`config.mk`:
```
export PLATFORM = sky130hd
export DESIGN_NAME = vdt_ctrl
export DESIGN_NICKNAME = d
export VERILOG_FILES = /design/src/vdt_pkg.sv /design/src/vdt_ctrl.sv
export SDC_FILE = /design/constraint.sdc
export NUM_CORES = 1
export LEC_CHECK = 0
export ABC_CLOCK_PERIOD_IN_PS = 2100
export BUFFER_PORTS_ARGS = -buffer_cell sky130_fd_sc_hd__buf_2
export CORE_MARGIN = 2
export CORE_UTILIZATION = 46
export CTS_BUF_LIST = sky130_fd_sc_hd__clkbuf_16
export CTS_CLUSTER_DIAMETER = 40
export DETAILED_ROUTE_END_ITERATION = 10
export HOLD_SLACK_MARGIN = 0.1
export PLACE_DENSITY = 0.89
export SLEW_MARGIN = 10
export SYNTH_ARGS = -nofsm -noshare
export SYNTH_HDL_FRONTEND = slang
export SYNTH_SLANG_ARGS = --single-unit
```
`constraint.sdc`:
```
create_clock -name i_clk -period 2.1 [get_ports i_clk]
set_input_delay 0.315 -clock i_clk [delete_from_list [all_inputs] [get_ports i_clk]]
set_output_delay 0.315 -clock i_clk [all_outputs]
set_load 0.1 [all_outputs]
```
`src/vdt_pkg.sv`:
```
// Shared types and constants for the voxel dose tally.
// Used by every module of the block but vdt_ram; no dependencies.
package vdt_pkg;

    localparam int IDX_W      = 16;
    localparam int E_W        = 24;
    localparam int DENS_W     = 16;
    localparam int SUM_W      = 48;
    localparam int SQS_W      = 64;
    localparam int CNT_W      = 32;
    localparam int OUT_W      = 32;
    localparam int CFG_IDX_W  = 1;
    localparam int CFG_DATA_W = 32;
    localparam int VOXELS_DEF = 65536;

    localparam logic [CFG_DATA_W-1:0] SCALE_RESET = 32'd65536;

    // configuration register indexes
    localparam logic [CFG_IDX_W-1:0] CFG_UE    = 1'b0;
    localparam logic [CFG_IDX_W-1:0] CFG_SCALE = 1'b1;

    localparam int MUL_A_W = 128;
    localparam int MUL_B_W = 64;
    localparam int MUL_P_W = 192;
    localparam int DIV_W   = 128;
    localparam int QUO_W   = 64;

    typedef enum logic [3:0] {
        S_CLEAR,
        S_IDLE,
        S_DEP_WR,
        S_RO_LATCH,
        S_RO_GO,
        S_MUL_DOSE,
        S_DIV_DOSE,
        S_MUL_SQ,
        S_MUL_NS2,
        S_MUL_DEN,
        S_DIV_ERR,
        S_SQRT,
        S_OUT
    } t_state;

    typedef enum logic [1:0] {
        MO_DOSE,
        MO_SQ,
        MO_NS2,
        MO_DEN
    } t_mul_op;

    typedef enum logic [1:0] {
        MD_NONE,
        MD_SQ,
        MD_NS2
    } t_mul_dst;

    typedef struct packed {
        logic     accept;
        logic     clr_we;
        logic     dep_we;
        logic     ro_latch;
        logic     mul_start;
        t_mul_op  mul_op;
        t_mul_dst mul_dst;
        logic     div_start;
        logic     div_err;
        logic     sqrt_start;
        logic     out_fire;
    } t_cmd;

    typedef struct packed {
        logic clr_last;
        logic dens_zero;
        logic err_skip;
        logic ns2_le_sq;
        logic mul_done;
        logic div_done;
        logic div_ovf;
        logic sqrt_done;
    } t_sts;

endpackage

```
`src/vdt_ctrl.sv`:
```
// Controller: sequences clearing, deposits and the readout arithmetic.
// Depends on vdt_pkg.
module vdt_ctrl (
    input  logic          i_clk,
    input  logic          i_rst_n,
    input  logic          i_start,
    input  logic          i_func,
    input  vdt_pkg::t_sts i_sts,
    output vdt_pkg::t_cmd o_cmd,
    output logic          o_busy
);

    vdt_pkg::t_state r_state;
    vdt_pkg::t_state n_state;

    always_ff @(posedge i_clk) begin
        if (!i_rst_n) begin
            r_state <= vdt_pkg::S_CLEAR;
        end else begin
            r_state <= n_state;
        end
    end

    always_comb begin
        n_state = r_state;
        o_cmd   = '0;
        o_busy  = 1'b1;
        case (r_state)
            vdt_pkg::S_CLEAR: begin
                o_cmd.clr_we = 1'b1;
                if (i_sts.clr_last) begin
                    n_state = vdt_pkg::S_IDLE;
                end
            end
            vdt_pkg::S_IDLE: begin
                o_busy = 1'b0;
                if (i_start) begin
                    o_cmd.accept = 1'b1;
                    n_state = i_func ? vdt_pkg::S_RO_LATCH : vdt_pkg::S_DEP_WR;
                end
            end
            vdt_pkg::S_DEP_WR: begin
                o_cmd.dep_we = 1'b1;
                n_state = vdt_pkg::S_IDLE;
            end
            vdt_pkg::S_RO_LATCH: begin
                o_cmd.ro_latch = 1'b1;
                n_state = vdt_pkg::S_RO_GO;
            end
            vdt_pkg::S_RO_GO: begin
                if (!i_sts.dens_zero) begin
                    o_cmd.mul_start = 1'b1;
                    o_cmd.mul_op    = vdt_pkg::MO_DOSE;
                    n_state = vdt_pkg::S_MUL_DOSE;
                end else if (i_sts.err_skip) begin
                    n_state = vdt_pkg::S_OUT;
                end else begin
                    o_cmd.mul_start = 1'b1;
                    o_cmd.mul_op    = vdt_pkg::MO_SQ;
                    n_state = vdt_pkg::S_MUL_SQ;
                end
            end
            vdt_pkg::S_MUL_DOSE: begin
                if (i_sts.mul_done) begin
                    o_cmd.div_start = 1'b1;
                    n_state = vdt_pkg::S_DIV_DOSE;
                end
            end
            vdt_pkg::S_DIV_DOSE: begin
                o_cmd.mul_op = vdt_pkg::MO_SQ;
                if (i_sts.div_done) begin
                    if (i_sts.err_skip) begin
                        n_state = vdt_pkg::S_OUT;
                    end else begin
                        o_cmd.mul_start = 1'b1;
                        n_state = vdt_pkg::S_MUL_SQ;
                    end
                end
            end
            vdt_pkg::S_MUL_SQ: begin
                o_cmd.mul_dst = vdt_pkg::MD_SQ;
                o_cmd.mul_op  = vdt_pkg::MO_NS2;
                if (i_sts.mul_done) begin
                    o_cmd.mul_start = 1'b1;
                    n_state = vdt_pkg::S_MUL_NS2;
                end
            end
            vdt_pkg::S_MUL_NS2: begin
                o_cmd.mul_dst = vdt_pkg::MD_NS2;
                o_cmd.mul_op  = vdt_pkg::MO_DEN;
                if (i_sts.mul_done) begin
                    o_cmd.mul_start = 1'b1;
                    n_state = vdt_pkg::S_MUL_DEN;
                end
            end
            vdt_pkg::S_MUL_DEN: begin
                o_cmd.div_err = 1'b1;
                if (i_sts.mul_done) begin
                    if (i_sts.ns2_le_sq) begin
                        n_state = vdt_pkg::S_OUT;
                    end else begin
                        o_cmd.div_start = 1'b1;
                        n_state = vdt_pkg::S_DIV_ERR;
                    end
                end
            end
            vdt_pkg::S_DIV_ERR: begin
                o_cmd.div_err = 1'b1;
                if (i_sts.div_done) begin
                    if (i_sts.div_ovf) begin
                        n_state = vdt_pkg::S_OUT;
                    end else begin
                        o_cmd.sqrt_start = 1'b1;
                        n_state = vdt_pkg::S_SQRT;
                    end
                end
            end
            vdt_pkg::S_SQRT: begin
                if (i_sts.sqrt_done) begin
                    n_state = vdt_pkg::S_OUT;
                end
            end
            vdt_pkg::S_OUT: begin
                o_cmd.out_fire = 1'b1;
                n_state = vdt_pkg::S_IDLE;
            end
            default: begin
                n_state = vdt_pkg::S_IDLE;
            end
        endcase
    end

    ap_mul_done_state: assert property (@(posedge i_clk) disable iff (!i_rst_n)
        i_sts.mul_done |-> (r_state == vdt_pkg::S_MUL_DOSE || r_state == vdt_pkg::S_MUL_SQ ||
                            r_state == vdt_pkg::S_MUL_NS2 || r_state == vdt_pkg::S_MUL_DEN))
        else $error("multiplier finished outside a multiply state");

    ap_div_done_state: assert property (@(posedge i_clk) disable iff (!i_rst_n)
        i_sts.div_done |-> (r_state == vdt_pkg::S_DIV_DOSE || r_state == vdt_pkg::S_DIV_ERR))
        else $error("divider finished outside a divide state");

    ap_sqrt_done_state: assert property (@(posedge i_clk) disable iff (!i_rst_n)
        i_sts.sqrt_done |-> (r_state == vdt_pkg::S_SQRT))
        else $error("square root finished outside its state");

    ap_one_unit: assert property (@(posedge i_clk) disable iff (!i_rst_n)
        !(o_cmd.mul_start && o_cmd.div_start))
        else $error("multiplier and divider started together");

endmodule

```
## After elaboration in Yosys (flattened, before gate mapping)

Cells that the tools add are included.

- Eq/ne operators: 21
- Muxes and demuxes: 36
- Reduce and logical (&&, ||, !) cells: 3

Operator list:

| kind | number |
|---|---|
| 4-bit two-way mux | 11 |
| 4-bit one-hot mux with 11 select lines | 1 |
| 4-bit == test, second input constant | 5 |
| 2-bit inequality test, second input constant | 9 |
| 1-bit two-way mux | 17 |
| 4-bit by 3-bit == test with 1-bit output, second input constant | 4 |
| 3-bit two-way mux | 4 |
| 3-bit one-hot mux with 4 select lines | 1 |
| 9-bit AND reduction | 1 |
| 4-bit by 2-bit == test with 1-bit output, second input constant | 2 |
| 4-bit by 1-bit == test with 1-bit output, second input constant | 1 |
| 4-bit zero test | 1 |
| 2-bit one-hot mux with 2 select lines | 1 |
| 1-bit one-hot mux with 2 select lines | 1 |
| 2-bit OR reduction | 1 |

- Register bits: 4
- Output and inout bits: 14

## Logic depth before layout (Yosys ltp)

- Word-level depth: 3
- Depth in mapped cells: 7

## Worst setup path after synthesis

Ideal clock, no wire load.

- Kind: reg-to-output
- Start: register r_state[2]
- End: output port o_cmd[7] in the netlist's numbering
- Arrival: 3.704 ns
- Required time: 1.785 ns
- Path slack: -1.919 ns
- Cell stages (with the launch flop): 6
- Buffers on the path: 1
- Path through: dfxtp_1 > inv_1 > ha_1 > buf_6 > nor3b_1 > or2_2

RTL lines:

| item | RTL line | text |
|---|---|---|
| from (decl) | vdt_ctrl.sv:13 | `vdt_pkg::t_state r_state;` |
| from (signal assigned) | vdt_ctrl.sv:18 | `r_state <= vdt_pkg::S_CLEAR;` |
| from (signal assigned) | vdt_ctrl.sv:20 | `r_state <= n_state;` |
| to (decl) | vdt_ctrl.sv:9 | `output vdt_pkg::t_cmd o_cmd,` |

==> results.cfg <==
[outcome]
outcome = finished clean

[setup_path]
worstPathRequired_ps = 1780
critical_path_class = reg -> out
worstPathArrival_ps = 1680
end_kind = output pin
crit_path_max_fanout = 11
critPathLaunchType = flip-flop

[yosys]
synth_compound_area_frac = 0.373
async_flop_share = 0
syn_nets = 105
synth-adder-area-share = 0.0992
synth-edff-count = 0
synth_warnings = 0
syn_avg_cell_area_sq_um = 7.17
synthCells = 88
synthDistinctLibCells = 37
synth_top_family_by_area = compound AO/OA/AOI/OAI gates
ys_seq_area_frac = 0.127
ys_seq_elements = 4
muxShareOfSynthArea = 0.0159
synthXorXnorAreaFrac = 0
netlist_area_sq_um = 631
synth-simple-area-share = 0.284
synth_ff_type = dfxtp_1

[timing]
fmax_ghz = 0.502
worst_pin_slew_ps = 486
layout_setup_ws_ps = 107
setup_viol = 0
hold_slack_ps = 392
final-max-slew-violation-count = 0
clock_skew_ps = 1.10
fin_crit_sh = 0.949
slew_headroom = 0.678
rsz0062_at_grt = false
hold_viol_final = 0
period_needed_ps = 1990

[die]
die-area_sq_um = 1680
start_util = 0.491
die_h_um = 41.0
rows = 13
ios = 26
die_x_um = 41.0
coreArea_sq_um = 1280

[routing]
dr.pass1.iters = 4
drt_wl_total_mm = 1.83
wl_per_cell_um = 14.5
vias = 764
drt_iter0_drc = 17
drc = 0
ant_nets = 0
viasPerCell = 6.06

[global_route]
grt_pass1_wl_mm = 2.53
grt_max_degree = 18
antenna_found_initial = 0
grtUsageTotal = 0.231
grt-ovfl-total = 0
first_global_vias = 597

[finish]
postLayoutCellArea_sq_um = 1030
fill_cells = 82
finish.utilization = 0.798
final_common_cell = buf_2
diodes = 0
areaGrowthSynthToFinish_pct = 62.7
registers.top_by_ff_count = r_state
final_nets = 130
biggestRegsByFlops = r_state (4)
register_area_sq_um = 83.8
final_cell_mix = buf_2, buf_12, nor2b_1
largest_reg_flops = 4
multi_input_area_sq_um = 547
drive_gt1_frac = 0.387

[clock_network]
cts_setup_buffers = 0
cts.sinks = 4
hold_buffers = 0
cts-root-buf = clkbuf_16
clockBufferDepth = 2
tritoncts = done
worstSkewPairLatency_ps = 220
cts_resized = 0
clkTransAtPathRegs_ps = 30
cts_buffers = 3
ctsHtreeMaxLevel = 1

[power_and_ir_drop]
total_power_mw = 0.563
power_switching_share = 0.335
p_clk_frac = 0.523
cellLeakagePower_nw = 0.440
p_int_mw = 0.374
switching_power_mw = 0.189
p_seq_frac = 0.158
power_density_nw_per_um2 = 549
pwr-share-comb = 0.319
ir_drop_uv = 471

[place]
globalplace.congestion = 0.876
placement.io_buffers = 25
place_hpwl_mm = 1.41
place_ws_ps = 222
placed_area_sq_um = 947

[hold_path]
worst_hold_path_type = in -> reg

[job]
maxCapViolCount = 0
through the flow:
step	cells	setup TNS, ps
2_1_floorplan	88	-183
3_3_place_gp	123	0
3_5_place_dp	123	0
4_1_cts	126	0
5_1_grt	126	0
6_report	126	0
power groups by stage:
stage                     combinational [mW]  clock [mW]  sequential (mW)
final                                  0.180       0.294           0.0890
after global routing                   0.188       0.304           0.0896
after CTS                              0.178       0.301           0.0883
after detailed placement               0.178           0           0.0893
after global placement                 0.174           0           0.0890
after floorplan                        0.137           0           0.0818
synthesized netlist by cell type (all sizes together) (2+ instances only):
master,n,share of area
buf,4,0.042
dfxtp,4,0.13
clkbuf,3,0.018
o211a,2,0.032
inv,7,0.042
and2,3,0.030
a31oi,3,0.030
a21oi,8,0.069
nor2,4,0.024
and3,4,0.040
or2,2,0.020
o21ai,7,0.056
nor2b,8,0.079
nand2,5,0.030
ha,5,0.099
cell type report:
type | instances | share of cell area
multi-input cells | 70 | 0.533
repair buffers | 27 | 0.268
flip-flops and latches | 4 | 0.0817
clock buffers | 3 | 0.0732
inverters | 7 | 0.0256
well taps | 15 | 0.0183
final timing paths:
| kind | cells after the start | to | slack (ps) | start |
|---|---|---|---|---|
| worst max-delay path | 7 | o_cmd[8] | 110 | r_state[2] |
| worst min register to register | 2 | r_state[2] | 520 | r_state[2] |
| worst max register to register | 6 | r_state[0] | 280 | r_state[3] |
| worst min-delay path | 3 | r_state[3] | 390 | i_rst_n |
cell families (layout without fill, tap and decap cells):
kind of cell	after synthesis	count (layout)
buffers and inverters	14	37
adder cells (fa/ha/maj)	5	5
AND/OR/NAND/NOR	31	31
multiplexers	1	1
AO/OA/AOI/OAI	33	33
flip-flops	4	4
critical path, stage by stage, from the launching register on:
cell	delay, ps
dfxtp_2	330
inv_2	90
ha_4	200
or2b_1	290
nor2_1	100
a31oi_1	70
o2bb2ai_4	190
buf_12	190
routing by layer:
layer  GRT usage  vias up  part of all wire
met1       0.261      343              0.39
met4       0.108        0             0.025
li1            -      366                 -
met3      0.0217        6             0.067
met2       0.426       49              0.52
met5           0        -                 0
(Power assumes the default switching activity.)
